**src/eapt_pkg.sv**
```systemverilog
// shared types and constants for the ellipse arc point and tangent block
// no dependencies

package eapt_pkg;

    localparam int TABLE_LEN = 24;
    localparam logic [31:0] CORDIC_GAIN_Q30 = 32'd652032874;
    localparam logic [30:0] PI_Q29 = 31'd1686629713;

    localparam logic [2:0] REG_ORIGIN = 3'd0;
    localparam logic [2:0] REG_AXIS_X = 3'd1;
    localparam logic [2:0] REG_AXIS_Y = 3'd2;
    localparam logic [2:0] REG_START  = 3'd3;
    localparam logic [2:0] REG_SPAN   = 3'd4;

    typedef logic [31:0] turn32_t;

    // arctangent of 2^-i in 2^-32 turn units
    function automatic turn32_t atan_turn32(input int i);
        turn32_t r;
        begin
            case (i)
                0:       r = 32'd536870912;
                1:       r = 32'd316933406;
                2:       r = 32'd167458907;
                3:       r = 32'd85004756;
                4:       r = 32'd42667331;
                5:       r = 32'd21354465;
                6:       r = 32'd10679838;
                7:       r = 32'd5340245;
                8:       r = 32'd2670163;
                9:       r = 32'd1335087;
                10:      r = 32'd667544;
                11:      r = 32'd333772;
                12:      r = 32'd166886;
                13:      r = 32'd83443;
                14:      r = 32'd41722;
                15:      r = 32'd20861;
                16:      r = 32'd10430;
                17:      r = 32'd5215;
                18:      r = 32'd2608;
                19:      r = 32'd1304;
                20:      r = 32'd652;
                21:      r = 32'd326;
                22:      r = 32'd163;
                23:      r = 32'd81;
                default: r = 32'd0;
            endcase
            return r;
        end
    endfunction

endpackage

```
**src/eapt_cordic.sv**
```systemverilog
// unrolled rotation-mode cordic, one register stage per iteration
// depends on eapt_pkg for the arctangent table and gain

module eapt_cordic #(
    parameter int STAGES = 16
) (
    input  logic                     clk,
    input  logic [STAGES-1:0]        en,
    input  logic [31:0]              phase,
    output logic signed [31:0]       x_out,
    output logic signed [31:0]       y_out,
    output logic [1:0]               quad_out
);

    logic signed [31:0] x_reg [STAGES];
    logic signed [31:0] y_reg [STAGES];
    logic signed [31:0] z_reg [STAGES];
    logic [1:0]         q_reg [STAGES];

    genvar k;
    generate
        for (k = 0; k < STAGES; k++) begin : g_stage
            logic signed [31:0] x_in;
            logic signed [31:0] y_in;
            logic signed [31:0] z_in;
            logic [1:0]         q_in;
            logic signed [31:0] x_next;
            logic signed [31:0] y_next;
            logic signed [31:0] z_next;

            if (k == 0) begin : g_first
                assign x_in = $signed(eapt_pkg::CORDIC_GAIN_Q30);
                assign y_in = '0;
                assign z_in = $signed({2'b00, phase[29:0]});
                assign q_in = phase[31:30];
            end else begin : g_next
                assign x_in = x_reg[k-1];
                assign y_in = y_reg[k-1];
                assign z_in = z_reg[k-1];
                assign q_in = q_reg[k-1];
            end

            always_comb
            begin
                if (!z_in[31])
                begin
                    x_next = x_in - (y_in >>> k);
                    y_next = y_in + (x_in >>> k);
                    z_next = z_in - $signed(eapt_pkg::atan_turn32(k));
                end
                else
                begin
                    x_next = x_in + (y_in >>> k);
                    y_next = y_in - (x_in >>> k);
                    z_next = z_in + $signed(eapt_pkg::atan_turn32(k));
                end
            end

            always_ff @(posedge clk)
            begin
                if (en[k])
                begin
                    x_reg[k] <= x_next;
                    y_reg[k] <= y_next;
                    z_reg[k] <= z_next;
                    q_reg[k] <= q_in;
                end
            end
        end
    endgenerate

    assign x_out    = x_reg[STAGES-1];
    assign y_out    = y_reg[STAGES-1];
    assign quad_out = q_reg[STAGES-1];

endmodule

```
**config.mk**
```make
export PLATFORM = sky130hd
export DESIGN_NAME = eapt_cordic
export DESIGN_NICKNAME = d
export VERILOG_FILES = /design/src/eapt_pkg.sv /design/src/eapt_cordic.sv
export SDC_FILE = /design/constraint.sdc
export NUM_CORES = 2
export LEC_CHECK = 0
export BUFFER_PORTS_ARGS = -buffer_cell sky130_fd_sc_hd__buf_4
export CAP_MARGIN = 20
export CELL_PAD_IN_SITES_DETAIL_PLACEMENT = 0
export CELL_PAD_IN_SITES_GLOBAL_PLACEMENT = 2
export CORE_MARGIN = 1
export CORE_UTILIZATION = 39
export CTS_BUF_LIST = sky130_fd_sc_hd__clkbuf_16
export DETAILED_ROUTE_END_ITERATION = 16
export GPL_ROUTABILITY_DRIVEN = 0
export PLACE_DENSITY_LB_ADDON = 0.08
export SLEW_MARGIN = 40
export SYNTH_ARGS = -nofsm -noshare
export SYNTH_HDL_FRONTEND = slang
export SYNTH_SLANG_ARGS = --single-unit
```
**constraint.sdc**
```tcl
create_clock -name clk -period 4.6 [get_ports clk]
set_input_delay 1.15 -clock clk [delete_from_list [all_inputs] [get_ports clk]]
set_output_delay 1.15 -clock clk [all_outputs]
set_load 0.005 [all_outputs]
```
=== Word-level counts from Yosys, hierarchy flattened ===
Memory sizes are Yosys's and may differ from the RTL's.
Index checks and enable logic that the tools add are counted.

* Memory bits (writable): 1,568
* Word-level logic and storage cells: 172
* Register bits: 0
* Memories: 4
* Input port bits: 49

* Add/sub/neg operators: 91
* Muxes and demuxes: 77

{| class="wikitable"
|+ Memory list
! name !! depth !! width !! read ports !! clocked after Yosys merged registers in !! wr ports !! RTL line !! RTL
|-
| x_reg || 16 || 32 || 16 || 0 || 16 || eapt_cordic.sv:15 || <nowiki>logic signed [31:0] x_reg [STAGES];</nowiki>
|-
| y_reg || 16 || 32 || 16 || 0 || 16 || eapt_cordic.sv:16 || <nowiki>logic signed [31:0] y_reg [STAGES];</nowiki>
|-
| z_reg || 16 || 32 || 15 || 0 || 16 || eapt_cordic.sv:17 || <nowiki>logic signed [31:0] z_reg [STAGES];</nowiki>
|-
| q_reg || 16 || 2 || 16 || 0 || 16 || eapt_cordic.sv:18 || <nowiki>logic [1:0] q_reg [STAGES];</nowiki>
|}

{| class="wikitable"
|+ Operator list
! operator !! number
|-
| 32-bit two-way mux || 45
|-
| 32-bit by 17-bit adder with 32-bit output || 2
|-
| 32-bit by 18-bit adder with 32-bit output || 2
|-
| 32-bit by 19-bit adder with 32-bit output || 2
|-
| 32-bit by 20-bit adder with 32-bit output || 2
|-
| 32-bit by 21-bit adder with 32-bit output || 2
|-
| 32-bit by 22-bit adder with 32-bit output || 2
|-
| 32-bit by 23-bit adder with 32-bit output || 2
|-
| 32-bit by 24-bit adder with 32-bit output || 2
|-
| 32-bit by 25-bit adder with 32-bit output || 2
|-
| 32-bit by 26-bit adder with 32-bit output || 2
|-
| 32-bit by 27-bit adder with 32-bit output || 2
|-
| 32-bit by 28-bit adder with 32-bit output || 2
|-
| 32-bit by 29-bit adder with 32-bit output || 2
|-
| 32-bit by 30-bit adder with 32-bit output || 2
|-
| 32-bit by 31-bit adder with 32-bit output || 2
|-
| 32-bit by 17-bit subtractor with 32-bit output || 2
|-
| 32-bit by 18-bit subtractor with 32-bit output || 2
|-
| 32-bit by 19-bit subtractor with 32-bit output || 2
|-
| 32-bit by 20-bit subtractor with 32-bit output || 2
|-
| 32-bit by 21-bit subtractor with 32-bit output || 2
|-
| 32-bit by 22-bit subtractor with 32-bit output || 2
|-
| 32-bit by 23-bit subtractor with 32-bit output || 2
|-
| 32-bit by 24-bit subtractor with 32-bit output || 2
|-
| other kinds (39) || 77
|}

=== Logic depth before layout (Yosys ltp) ===
An unclocked memory read counts as a cell.

* Word-level depth: 3
* Depth in mapped cells: 22

=== Least setup slack after synthesis ===
No wires, ideal clock.

* Path type: register -> register
* Start: memory z_reg[1][31] (netlist: z_reg[0][63])
* End: memory z_reg[2][26] (netlist: z_reg[0][90]), data pin
* Path buffers: 4
* Setup time: 0.265 ns
* Stages on the path, launching flop included: 19
* Clock period less this slack: 4.952 ns
* Path slack: -0.352 ns
* Arrival: 4.687 ns
* Cells stage by stage: edfxtp_1 -> clkbuf_1 -> clkbuf_1 -> clkbuf_1 -> buf_1 -> inv_1 -> fa_1 -> nor2b_1 -> o21ai_0 -> a21boi_1 -> o21ai_0 -> a21oi_1 -> a31oi_1 -> a31o_2 -> o21ai_1 -> a31o_2 -> a21oi_1 -> o21ai_0 -> xor2_1

{| class="wikitable"
|+ RTL lines
! element !! RTL line
|-
| from (decl) || eapt_cordic.sv:17
|}

==> results.ini <==
[finish]
syn_to_final_growth_pct=16.63
design_area_um2=132500
final_nets=14090
largest_register_ffs=449
drive_above_1_share_pct=12.72
multi_input_area_um2=70850
nFillCells=27600
regArea_um2=41260

[routing]
dr.pass1.iters=6
drt-total-wl_mm=314.0
drtIter0Drc=5001
route.vias.total=88760
wl_per_cell_um=18.85
detail-route-antenna-nets=0
routed_via_density=5.327
drc=0

[worst_setup_path]
critical_path_arrival_ps=5160
rrSetupSlack_ps=40
critPathLaunchType=flop
worst-setup-path-type=flop to flop
r2r_end=x_reg[0][188]
r2r-start=y_reg[4][6]
startpoint=y_reg[4][6]
cp.required_ps=5200
cp-end-kind=flop
r2r_cells=19
crit_fanout=4

[timing]
hold_slack_ps=412.7
clock_skew_ps=50.90
setup_viol=0
maxSlewHeadroom_pct=39.55
rsz0062_at_grt=true
report.final.slew_viol_count=0
min_period_over_period_pct=99.14
fin_crit_ps=4560
max_freq_ghz=0.2193
worst_pin_slew_ps=899.2
hold_viol=0

[yosys]
syn_inst=11650
synth-xor-area-share_pct=12.78
ys_seq_elements=1374
synthAdderAreaFrac_pct=15.73
yosysUniqueCellTypes=92
synth_top_family_by_area=compound AO/OA/AOI/OAI gates
syn_avg_cell_area_um2=9.749
ys.flop_type=edfxtp_1
synth_nets=13100
synth-edff-count=1374
synth.area.top_cells=edfxtp_1 36%, ha_1 15%, xnor2_1 8.2%
synth_compound_area_share_pct=19.65
netlist_area_um2=113600
synth.most_common_cell=edfxtp_1
synthTopCellsByCount=1374 x edfxtp_1, 1367 x ha_1, 1334 x a21oi_1, 1067 x xnor2_1, 915 x nor2_1
synth_top_area_share_pct=36.33
synthMuxAreaShare_pct=1.043
yosysSeqAreaShare_pct=36.33
synth_top_area_cell=edfxtp_1
synth_warnings=0
synthArstFlopShare_pct=0
yosys.area_share.simple_pct=12.12

[global_route]
grt_max_degree=98
grt_pass1_wl_mm=489.4
groute.usage.overall_pct=20.79
grt_pass1_vias=87110
overflow=0
antenna_found_initial=1

[die]
die_h_um=541.6
core_um2=288900
initial_core_util_pct=39.31
dieArea_um2=293400
boundaryPins=115
fp-row-count=197
die-width_um=541.6

[min_path]
hold_depth=0
hp-start=q_reg[1][1]
worstHoldPathType=flop to flop
hold_end=q_reg[1][3]

[clock_tree]
cts_tree=done
clock-sinks=1374
cts_inserted_buffers=178
cts.hold.buffers_added=0
insertion_delay_ps=860
root_buffer=clkbuf_16
htreeDepth=4
clk_pin_slew_worst_paths_ps=60
cts_buffer_depth=4

[placed_design]
place_hpwl_mm=255.9
portBuffers=114
placed_area_um2=125200

[run]
maxCapViolCount=0

[status]
status=complete, no violations

## logic make-up after synthesis
logic type,count (synthesis)
compound gates,3560
xor+xnor,1657
fa+ha+maj,1405
mux,111
buf+inv,710
flops,1374
simple gates,2833
## layer usage
layer  wire (µm)  track usage (%)  vias up
met4        6679            4.553        0
li1            -                -    45080
met3        9159            2.075      333
met5           0                0        -
met2      152900            36.80     1213
met1      145300            27.19    42130
## layout make-up
class | count | share of cell area, %
Inverter | 513 | 1.457
Timing Repair Buffer | 1002 | 5.936
Multi-Input combinational cell | 9566 | 53.49
Sequential cell | 1374 | 31.15
Tap cell | 3880 | 3.665
Antenna cell | 2 | 0.003778
Clock buffer | 182 | 3.438
Clock inverter | 143 | 0.8587
## worst max path at each step
stage	to	slack [ps]	cells past startpoint
after floorplan	z_reg[0][90]	20	18
after global placement	y_reg[11][26]	-320	18
after detailed placement	y_reg[11][30]	-390	19
after CTS	x_reg[0][157]	1	21
after global routing	x_reg[0][188]	-130	19
final	x_reg[0][188]	40	19
## through the flow
step	util, %	instances	TNS, ps	setup slack (ps)
4_1_cts	45.37	16620	0	1.306
3_5_place_dp	43.35	16290	-1782	-392.2
5_1_grt	45.85	16660	-590.7	-130.7
2_1_floorplan	-	11650	0	17.38
6_report	45.85	16660	0	39.59
3_3_place_gp	43.34	16290	-2104	-321.8
## worst max-delay path, stage by stage, from the launching register on
cell,delay [ps]
edfxtp_1,430
or4_4,560
nor3_2,180
buf_4,160
nor4bb_4,280
buf_4,170
nor2_4,40
xnor2_2,150
ha_1,350
nand3_2,100
or3_4,350
a21oi_2,130
a21oi_2,70
o31a_1,370
a31oi_2,260
and4_4,270
a2111oi_4,50
o21bai_1,160
a21oi_1,100
xnor2_1,140
## layout by cell type (no fill, tap or decap), types with 48 or more instances in the layout
cell       instances
edfxtp_1        1374
ha_1            1359
a21oi_1         1303
xnor2_1         1062
buf_4            972
nor2_1           896
a21o_1           657
xor2_1           588
inv_1            542
nand2_1          520
o21ai_0          466
nor3_1           244
nor2b_1          229
nand2b_1         210
clkbuf_16        182
nand3_1          179
o21bai_1         157
o21a_1           141
a31oi_1          133
o21ai_1          115
nand4_1          104
and3_1            82
a211oi_1          80
mux2_2            59
or3_1             57
mux2i_1           52
o31ai_1           48
and2_1            48
## repair_timing
action                     in CTS  in global routing
pin swaps                       2                 71
gates resized for setup        24                231
setup endpoints to repair      27                135
cloned                          0                  0
setup buffers                   3                 42
Power is left out: the tool's default activity adds up to more than one toggle a clock period on the data nets, which glitch-free logic cannot reach.
